## src/rtl/itchfp_pkg.sv

```systemverilog
// Shared types, constants and the message length table of the ITCH framer.
// No dependencies.
package itchfp_pkg;

    localparam int TS_W    = 48;
    localparam int DLY_W   = 30;
    localparam int INV_W   = 24;
    localparam int POS_W   = 6;
    localparam int CFG_W   = 30;

    localparam logic [POS_W-1:0] TS_FIRST = 6'd5;
    localparam logic [POS_W-1:0] TS_LAST  = 6'd10;

    localparam logic             RST_PACING = 1'b1;
    localparam logic [INV_W-1:0] RST_INV    = 24'd65536;
    localparam logic [DLY_W-1:0] RST_MAX    = 30'd1000000000;
    localparam logic [DLY_W-1:0] RST_MIN    = 30'd1000;

    typedef enum logic [1:0] {
        CFG_PACING    = 2'd0,
        CFG_INV_SPEED = 2'd1,
        CFG_MAX_DELAY = 2'd2,
        CFG_MIN_DELAY = 2'd3
    } t_cfg_idx;

    // One result item minus the delay, which follows in its own pipe.
    typedef struct packed {
        logic [7:0]       data;
        logic             status;
        logic             first;
        logic             last;
        logic [7:0]       mtype;
        logic [POS_W-1:0] mlen;
        logic [TS_W-1:0]  ts;
    } t_res;

    // Message length by type byte; 0 means unknown type.
    function automatic logic [POS_W-1:0] type_length(input logic [7:0] t);
        logic [POS_W-1:0] len;
        case (t)
            8'h53: len = 6'd12;   // S
            8'h52: len = 6'd39;   // R
            8'h48: len = 6'd25;   // H
            8'h59: len = 6'd20;   // Y
            8'h4C: len = 6'd26;   // L
            8'h56: len = 6'd35;   // V
            8'h57: len = 6'd12;   // W
            8'h4B: len = 6'd28;   // K
            8'h41: len = 6'd36;   // A
            8'h46: len = 6'd40;   // F
            8'h45: len = 6'd31;   // E
            8'h43: len = 6'd36;   // C
            8'h58: len = 6'd23;   // X
            8'h44: len = 6'd19;   // D
            8'h55: len = 6'd35;   // U
            8'h50: len = 6'd44;   // P
            8'h51: len = 6'd40;   // Q
            8'h42: len = 6'd19;   // B
            8'h49: len = 6'd50;   // I
            8'h4E: len = 6'd20;   // N
            default: len = '0;
        endcase
        return len;
    endfunction

endpackage

```

## src/rtl/itchfp_framer.sv

```systemverilog
// Message framing state: type lookup, byte position, timestamp collection.
// Depends on itchfp_pkg.
module itchfp_framer
    import itchfp_pkg::*;
(
    input  logic              i_clk,
    input  logic              i_rst_n,
    input  logic              i_accept,
    input  logic [7:0]        i_byte,
    input  logic              i_pacing,
    output t_res              o_res,
    output logic [TS_W-1:0]   o_delta,
    output logic              o_delay_en
);

    logic [POS_W-1:0] r_pos, n_pos;
    logic [POS_W-1:0] r_len, n_len;
    logic [7:0]       r_type, n_type;
    logic [TS_W-1:0]  r_acc, n_acc;
    logic [TS_W-1:0]  r_prev, n_prev;
    logic [POS_W-1:0] lut_len;
    logic [POS_W-1:0] pos_inc;

    assign lut_len = type_length(i_byte);
    assign pos_inc = r_pos + 6'd1;

    always_comb begin
        n_pos  = r_pos;
        n_len  = r_len;
        n_type = r_type;
        n_acc  = r_acc;
        n_prev = r_prev;
        o_res  = '0;
        o_res.data = i_byte;
        o_delta    = '0;
        o_delay_en = 1'b0;
        if (r_pos == '0) begin
            if (lut_len == '0) begin
                // unknown type byte: dropped, hunt continues
                o_res.status = 1'b1;
                o_res.mtype  = i_byte;
            end else begin
                o_res.first = 1'b1;
                o_res.mtype = i_byte;
                o_res.mlen  = lut_len;
                n_type = i_byte;
                n_len  = lut_len;
                n_acc  = '0;
                n_pos  = 6'd1;
            end
        end else begin
            if (r_pos >= TS_FIRST && r_pos <= TS_LAST) begin
                n_acc = {r_acc[TS_W-9:0], i_byte};
            end
            n_pos = pos_inc;
            o_res.mtype = r_type;
            o_res.mlen  = r_len;
            if (pos_inc >= r_len) begin
                o_res.last = 1'b1;
                o_res.ts   = n_acc;
                o_delta    = n_acc - r_prev;
                o_delay_en = i_pacing && (r_prev != '0) && (n_acc > r_prev);
                n_prev = n_acc;
                n_pos  = '0;
            end
        end
    end

    always_ff @(posedge i_clk) begin
        if (!i_rst_n) begin
            r_pos  <= '0;
            r_len  <= '0;
            r_type <= '0;
            r_acc  <= '0;
            r_prev <= '0;
        end else if (i_accept) begin
            r_pos  <= n_pos;
            r_len  <= n_len;
            r_type <= n_type;
            r_acc  <= n_acc;
            r_prev <= n_prev;
        end
    end

endmodule

```

## src/rtl/itchfp_delay.sv

```systemverilog
// Two-stage replay delay: split 24x24 products, then shift-add, cap, floor.
// Depends on itchfp_pkg.
module itchfp_delay
    import itchfp_pkg::*;
(
    input  logic              i_clk,
    input  logic              i_adv,
    input  logic [TS_W-1:0]   i_delta,
    input  logic              i_en,
    input  logic [INV_W-1:0]  i_inv_speed,
    input  logic [DLY_W-1:0]  i_max,
    input  logic [DLY_W-1:0]  i_min,
    output logic [DLY_W-1:0]  o_delay
);

    logic [TS_W-1:0]  r_p_hi, r_p_lo;
    logic             r_en;
    logic [DLY_W-1:0] r_delay;
    logic [56:0]      raw;
    logic [DLY_W-1:0] capped;

    // floor(delta * inv / 2^16) = (hi*inv << 8) + (lo*inv >> 16)
    assign raw    = {1'b0, r_p_hi, 8'd0} + {25'd0, r_p_lo[TS_W-1:16]};
    assign capped = (raw > {27'd0, i_max}) ? i_max : raw[DLY_W-1:0];

    always_ff @(posedge i_clk) begin
        if (i_adv) begin
            r_p_hi  <= {{INV_W{1'b0}}, i_delta[TS_W-1:INV_W]} * {{INV_W{1'b0}}, i_inv_speed};
            r_p_lo  <= {{INV_W{1'b0}}, i_delta[INV_W-1:0]} * {{INV_W{1'b0}}, i_inv_speed};
            r_en    <= i_en;
            r_delay <= (r_en && capped > i_min) ? capped : '0;
        end
    end

    assign o_delay = r_delay;

endmodule

```

## src/rtl/itch_message_framer_pacer.sv

```systemverilog
// Top level of the ITCH 5.0 message framer with replay pacing.
// Depends on itchfp_pkg, itchfp_framer and itchfp_delay.
//
//  channel  | direction | handshake           | payload
//  ---------+-----------+---------------------+--------------------------------
//  in       | in        | i_valid / o_ready   | i_stream_byte
//  out      | out       | o_valid / i_ready   | o_out_byte .. o_replay_delay_ns
//  config   | in        | i_cfg_we            | i_cfg_idx, i_cfg_data
//
// One byte per cycle sustained while the output is not stalled; each request
// passes the framer register, product register and result register to the output.
// The depth is set by the delay path: two 24x24 multiplies, then a 57-bit
// shift-add with cap and floor compares.
// The three stages move together; the pipe advances whenever the result
// register is empty or being taken, so o_ready drops only on an output stall.
// Synchronous active-low reset clears the valid bits, the framing state and
// the configuration registers (pacing on, inverse speed 1.0, cap 1 s,
// floor 1 us).
module itch_message_framer_pacer
    import itchfp_pkg::*;
(
    input  logic              i_clk,
    input  logic              i_rst_n,
    // input byte stream
    input  logic              i_valid,
    output logic              o_ready,
    input  logic [7:0]        i_stream_byte,
    // configuration writes
    input  logic              i_cfg_we,
    input  logic [1:0]        i_cfg_idx,
    input  logic [CFG_W-1:0]  i_cfg_data,
    // framed output
    output logic              o_valid,
    input  logic              i_ready,
    output logic [7:0]        o_out_byte,
    output logic              o_byte_status,
    output logic              o_first_of_message,
    output logic              o_last_of_message,
    output logic [7:0]        o_message_type,
    output logic [POS_W-1:0]  o_message_length,
    output logic [TS_W-1:0]   o_message_timestamp,
    output logic [DLY_W-1:0]  o_replay_delay_ns
);

    // configuration registers
    logic             r_pacing;
    logic [INV_W-1:0] r_inv;
    logic [DLY_W-1:0] r_max;
    logic [DLY_W-1:0] r_min;

    always_ff @(posedge i_clk) begin
        if (!i_rst_n) begin
            r_pacing <= RST_PACING;
            r_inv    <= RST_INV;
            r_max    <= RST_MAX;
            r_min    <= RST_MIN;
        end else if (i_cfg_we) begin
            unique case (i_cfg_idx)
                CFG_PACING:    r_pacing <= i_cfg_data[0];
                CFG_INV_SPEED: r_inv    <= i_cfg_data[INV_W-1:0];
                CFG_MAX_DELAY: r_max    <= i_cfg_data[DLY_W-1:0];
                CFG_MIN_DELAY: r_min    <= i_cfg_data[DLY_W-1:0];
            endcase
        end
    end

    // pipe control: stage a (framed), b (products), c (result)
    logic r_va, r_vb, r_vc;
    logic adv;
    logic accept;

    assign adv     = !r_vc || i_ready;
    assign o_ready = adv;
    assign accept  = i_valid && adv;

    always_ff @(posedge i_clk) begin
        if (!i_rst_n) begin
            r_va <= 1'b0;
            r_vb <= 1'b0;
            r_vc <= 1'b0;
        end else if (adv) begin
            r_va <= accept;
            r_vb <= r_va;
            r_vc <= r_vb;
        end
    end

    // framing
    t_res            fr_res;
    logic [TS_W-1:0] fr_delta;
    logic            fr_den;

    itchfp_framer u_framer (
        .i_clk      (i_clk),
        .i_rst_n    (i_rst_n),
        .i_accept   (accept),
        .i_byte     (i_stream_byte),
        .i_pacing   (r_pacing),
        .o_res      (fr_res),
        .o_delta    (fr_delta),
        .o_delay_en (fr_den)
    );

    // payload pipe; delta and delay enable ride with stage a
    t_res            r_a_res, r_b_res, r_c_res;
    logic [TS_W-1:0] r_a_delta;
    logic            r_a_den;

    always_ff @(posedge i_clk) begin
        if (adv) begin
            r_a_res   <= fr_res;
            r_a_delta <= fr_delta;
            r_a_den   <= fr_den;
            r_b_res   <= r_a_res;
            r_c_res   <= r_b_res;
        end
    end

    // delay lands in the result register alongside stage c
    itchfp_delay u_delay (
        .i_clk       (i_clk),
        .i_adv       (adv),
        .i_delta     (r_a_delta),
        .i_en        (r_a_den),
        .i_inv_speed (r_inv),
        .i_max       (r_max),
        .i_min       (r_min),
        .o_delay     (o_replay_delay_ns)
    );

    assign o_valid             = r_vc;
    assign o_out_byte          = r_c_res.data;
    assign o_byte_status       = r_c_res.status;
    assign o_first_of_message  = r_c_res.first;
    assign o_last_of_message   = r_c_res.last;
    assign o_message_type      = r_c_res.mtype;
    assign o_message_length    = r_c_res.mlen;
    assign o_message_timestamp = r_c_res.ts;

endmodule

```

## config.mk

```make
export PLATFORM = sky130hd
export DESIGN_NAME = itch_message_framer_pacer
export DESIGN_NICKNAME = d
export VERILOG_FILES = /design/src/rtl/itchfp_pkg.sv /design/src/rtl/itchfp_framer.sv /design/src/rtl/itchfp_delay.sv /design/src/rtl/itch_message_framer_pacer.sv
export SDC_FILE = /design/constraint.sdc
export NUM_CORES = 2
export LEC_CHECK = 0
export BUFFER_PORTS_ARGS = -buffer_cell sky130_fd_sc_hd__buf_2
export CAP_MARGIN = 15
export CORE_ASPECT_RATIO = 1.2
export CORE_UTILIZATION = 58
export CTS_CLUSTER_SIZE = 40
export DETAILED_ROUTE_END_ITERATION = 10
export PLACE_DENSITY = 0.75
export SLEW_MARGIN = 25
export SYNTH_ARGS = -nofsm -noshare
export SYNTH_HDL_FRONTEND = slang
export SYNTH_HIERARCHICAL = 1
export SYNTH_SLANG_ARGS = --single-unit
```

## constraint.sdc

```tcl
create_clock -name i_clk -period 51.6 [get_ports i_clk]
set_input_delay 10.32 -clock i_clk [delete_from_list [all_inputs] [get_ports i_clk]]
set_output_delay 10.32 -clock i_clk [all_outputs]
set_load 0.005 [all_outputs]
```

Yosys cells after proc, flatten, opt, wreduce, memory -nomap -nowiden
Cells that the tools add are included.

word-level totals
  bits in registers = 599
  input bits = 45
  output and inout bits = 105
  word-level logic and storage cells = 116

cells by class
  $add $sub $neg = 3
  multipliers = 2
  $lt $le $gt $ge = 6
  equal/unequal tests = 24
  muxes and demuxes = 14
  bitwise operators = 3
  reductions and logical operators = 25

operator list
  kind                                                            number
  2-to-1 mux 48 bit                                               4
  == test 8 x 7 -> 1 bit, second input constant                   20
  multiplier 24 x 24 -> 48 bit                                    2
  one-hot mux 6 bit (14 select lines)                             1
  adder 56 x 32 -> 57 bit                                         1
  > comparator 57 x 30 -> 1 bit                                   1
  > comparator 48 bit                                             1
  nonzero test 48 bit                                             1
  subtractor 48 bit                                               1
  > comparator 30 bit                                             1
  2-to-1 mux 30 bit                                               1
  2-to-1 mux 6 bit                                                4
  2-to-1 mux 14 bit                                               1
  OR reduction 2 bit                                              7
  zero test 6 bit                                                 2
  AND reduction 2 bit                                             5
  adder 6 x 1 -> 6 bit, second input constant                     1
  >= comparator 6 x 3 -> 1 bit, second input constant             1
  >= comparator 6 bit                                             1
  less-or-equal comparator 6 x 4 -> 1 bit, second input constant  1
  AND reduction 3 bit                                             2
  logical AND 1 bit                                               5
  == test 2 bit, second input constant                            2
  2-to-1 mux 1 bit                                                3
  other kinds (6)                                                 8

Depth between registers and ports, before layout
  depth after elaboration = 6
  mapped depth = 35

By module
Netlist, hierarchy kept.

by module, submodules not included
  module                     times used  cells each  area an instance (um^2)  sequential area each (um^2)
  itchfp_delay               1           4923        44317.5                  3333.2
  itch_message_framer_pacer  1           620         11124.4                  9809.4
  itchfp_framer              1           1269        9442.8                   2322.2

Worst setup path after synthesis
Ideal clock, no wire load.

  path type = input-to-output
  from = input i_ready
  to = output o_ready
  data arrival time = 20810 ps
  path slack = 20470 ps
  cell stages on the path = 2
  path buffers = 1
  path through = nand2b_1 clkbuf_1

on the way
  word-level cells in the longest chain between the ends = 1

ends and longest elaborated chain
  element             RTL line                         text
  start: declaration  itch_message_framer_pacer.sv:34  input logic i_ready,
  logical OR 1 bit    itch_message_framer_pacer.sv:72  assign adv = !r_vc || i_ready;
  end: declaration    itch_message_framer_pacer.sv:26  output logic o_ready,

Every way passes these cells.

Final worst setup path
Ends and elaborated chain as after synthesis.

==> impl_metrics.py <==
metrics = {
    "setup_path": {
        "slowest_delay_ps": 470,
        "startpoint": "i_ready",
        "reg2reg_from": "u_delay/r_p_hi[0]$_DFFE_PP_",
        "required_ps": 41280,
        "cp.arrival_ps": 11200,
        "path_buf_inv": 2,
        "cp_common_cell": "buf_2",
        "path_class": "input pin to output pin",
        "cp_cell_sequence": "buf_2 -> nand2b_4 -> buf_2",
        "cp_slowest_cell": "nand2b_4",
        "end_kind": "output pin",
        "start_kind": "input pin",
        "path_max_fanout": 28,
        "crit_family": "simple AND/OR/NAND/NOR gates",
    },
    "cts": {
        "root_buffer": "clkbuf_16",
        "cts_tree": "yes",
        "clockBufferDepth": 3,
        "clk_pin_slew_ps": 60,
        "postCtsHoldBufs": 0,
        "post_cts.repair.setup_buffers": 0,
        "htree_levels": 3,
        "cts_buffers": 66,
        "ctsResizeCount": 0,
        "clock_sinks": 583,
        "clock_latency_ps": 640,
    },
    "route": {
        "vias": 48100,
        "drtIter0Drc": 3451,
        "detail_route.wl_per_cell_um": 20.4,
        "avgViaCountPerCell": 5.79,
        "post-route-drc-count": 0,
        "wl_mm": 169,
        "antenna_left": 0,
        "drtPass1Iterations": 6,
    },
    "layout": {
        "area.growth.synth_to_final_pct": 6.06,
        "final_area_um2": 68800,
        "nNetsFinal": 8264,
        "drive_gt1_share_pct": 6.16,
    },
    "grt": {
        "grt_max_degree": 125,
        "overflow": 0,
        "track_usage_pct": 30.5,
        "grt_pass1_wl_mm": 269,
        "grt_pass1_vias": 50300,
        "antenna_found_initial": 4,
    },
    "floorplanning": {
        "boundaryPins": 150,
        "row_count": 134,
        "die_w_um": 307,
        "core_um2": 111000,
        "fp.dieH_um": 368,
        "die_area_um2": 113000,
        "initial_utilization_pct": 58.5,
    },
    "sta": {
        "min_period_over_period_pct": 41.7,
        "setup_viol": 0,
        "grt_setup_unrepaired": "no",
        "tightest_slew_ps": 1070,
        "final_hold_viol_count": 0,
        "finClkSkew_ps": 32.1,
        "period_minus_slack_ps": 21520,
        "relSlewSlack_pct": 28.8,
        "tns_ps": 0,
        "clock.fmax_ghz": 0.0465,
        "slew_violations": 0,
    },
    "yosys": {
        "synth.yosys.warnings": 6,
        "yosysUniqueCellTypes": 99,
        "async_flop_share_pct": 0,
        "synth_largest_area_cell": "fa_1",
        "synth_cells": 6812,
        "synth_top_area_share_pct": 29.8,
        "synth_edf_count": 379,
        "yosysMostFrequentCell": "inv_1",
        "synth_seq_cells": 583,
        "yosysSeqAreaShare_pct": 23.8,
        "synth_commonest_cells": "inv_1, nand2_1, fa_1",
        "synth_ff_type": "edfxtp_1",
        "synthTopCellsByArea": "fa_1, edfxtp_1, ha_1",
        "syn_area_um2": 64900,
        "syn_area_per_cell_um2": 9.53,
        "syn_nets": 8309,
    },
    "hold_path": {
        "min-delay-start": "r_b_res[53]$_DFFE_PP_",
        "hold_class": "register to register",
    },
    "power": {
        "total_leakage_power_nw": 33.2,
        "power_density_nw_per_um2": 17.0,
        "power_mw": 1.17,
        "irDropWorstVdd_v": 0.0000283,
    },
    "outcome": {
        "status": "finished, final reports clean",
    },
    "flow_run": {
        "maxCapViolCount": 0,
    },
    "place": {
        "place.gp.congestion": 0.921,
        "io_buffers": 149,
        "place_area_um2": 66600,
        "hpwlAfterDp_mm": 122,
    },
}
==> kinds of logic (layout without fill, tap and decap cells) <==
logic type	count (synthesis)	count (layout)	synth area share [%]
fa+ha+maj	1452	1452	39.2
other cells	0	2	0
mux	126	126	2.00
xor+xnor	125	125	1.69
buf+inv	1591	1597	9.66
compound gates	774	774	7.89
simple gates	2161	2161	15.8
flops	583	583	23.8
==> final cells by class <==
| class | count | area (µm²) |
|---|---|---|
| well taps | 1496 | 1870 |
| repair buffers | 249 | 1540 |
| inverters | 1229 | 4610 |
| clock inverters | 26 | 224 |
| clock buffers | 93 | 1900 |
| fillers | 9205 | 42200 |
| diodes | 2 | 5.00 |
| flip-flops and latches | 583 | 15500 |
| multi-input cells | 4638 | 43200 |
==> registers in the layout, summed over array words and instances (netlist names), 6 cells and up <==
name / cells
r_min: 30
u_framer/r_type: 8
u_framer/r_pos: 6
r_b_res: 73
u_delay/o_delay: 30
r_inv: 24
r_a_delta: 48
u_delay/r_p_lo: 32
r_max: 30
u_framer/r_len: 6
r_a_res: 73
o_out_byte: 8
u_delay/r_p_hi: 48
o_message_timestamp: 48
o_message_type: 8
u_framer/r_acc: 48
o_message_length: 6
u_framer/r_prev: 48
==> worst paths after layout <==
check	to	slack, ps	cells past startpoint
max	o_ready	30080	3
min reg2reg	o_message_length[5]$_DFFE_PP_	410	0
max reg2reg	u_delay/o_delay[0]$_SDFFCE_PN0P_	41810	31
min	o_message_length[5]$_DFFE_PP_	410	0
==> report_power, final <==
group | internal (mW) | leakage (nW) | switching (mW)
logic | 0.0607 | 26.0 | 0.117
clock network | 0.265 | 1.05 | 0.196
registers | 0.518 | 6.14 | 0.0132
total | 0.844 | 33.2 | 0.325
==> layout by cell type (no fill, tap or decap), types with 15 or more instances in the layout <==
master        n
a22oi_1      16
a21oi_1     182
o2bb2ai_1    38
inv_1      1228
mux2i_1      95
nand3_1     139
ha_1        487
buf_2       148
nor4_1       24
dfxtp_2      15
a21o_1       89
o211ai_1     20
buf_4        97
dfxtp_1     189
o21ai_1      37
o21ai_0     162
a31oi_1      21
o21a_1       35
nor3_1       54
and2_1      462
clkbuf_16    70
xnor2_1      81
nor2_1      198
edfxtp_1    379
o21bai_1     28
clkbuf_1     17
nand4_1      59
nand2_1    1069
a211oi_1     18
mux2_1       28
and3_1       21
fa_1        965
xor2_1       44
nand2b_1     15
nor2b_1      45
==> routing by layer <==
metal / vias up / GRT usage (%) / wire, µm
met1: 24000 / 36.7 / 63300
met5: - / 0 / 28
li1: 21500 / - / -
met3: 555 / 5.14 / 13300
met4: 4 / 14.9 / 9090
met2: 2147 / 52.8 / 83600
==> per-stage QoR <==
| stage | setup slack, ps | hold slack (ps) | cells | utilization (%) |
|---|---|---|---|---|
| floorplan | 20470 | 400 | 6812 | - |
| global placement | 30030 | 402 | 8192 | 60.0 |
| detailed placement | 30040 | 405 | 8193 | 60.0 |
| CTS | 30040 | 415 | 8312 | 62.0 |
| global route | 30030 | 421 | 8314 | 62.0 |
| finish | 30080 | 414 | 8316 | 62.0 |
Note: power is estimated with default switching activity, not from simulation.
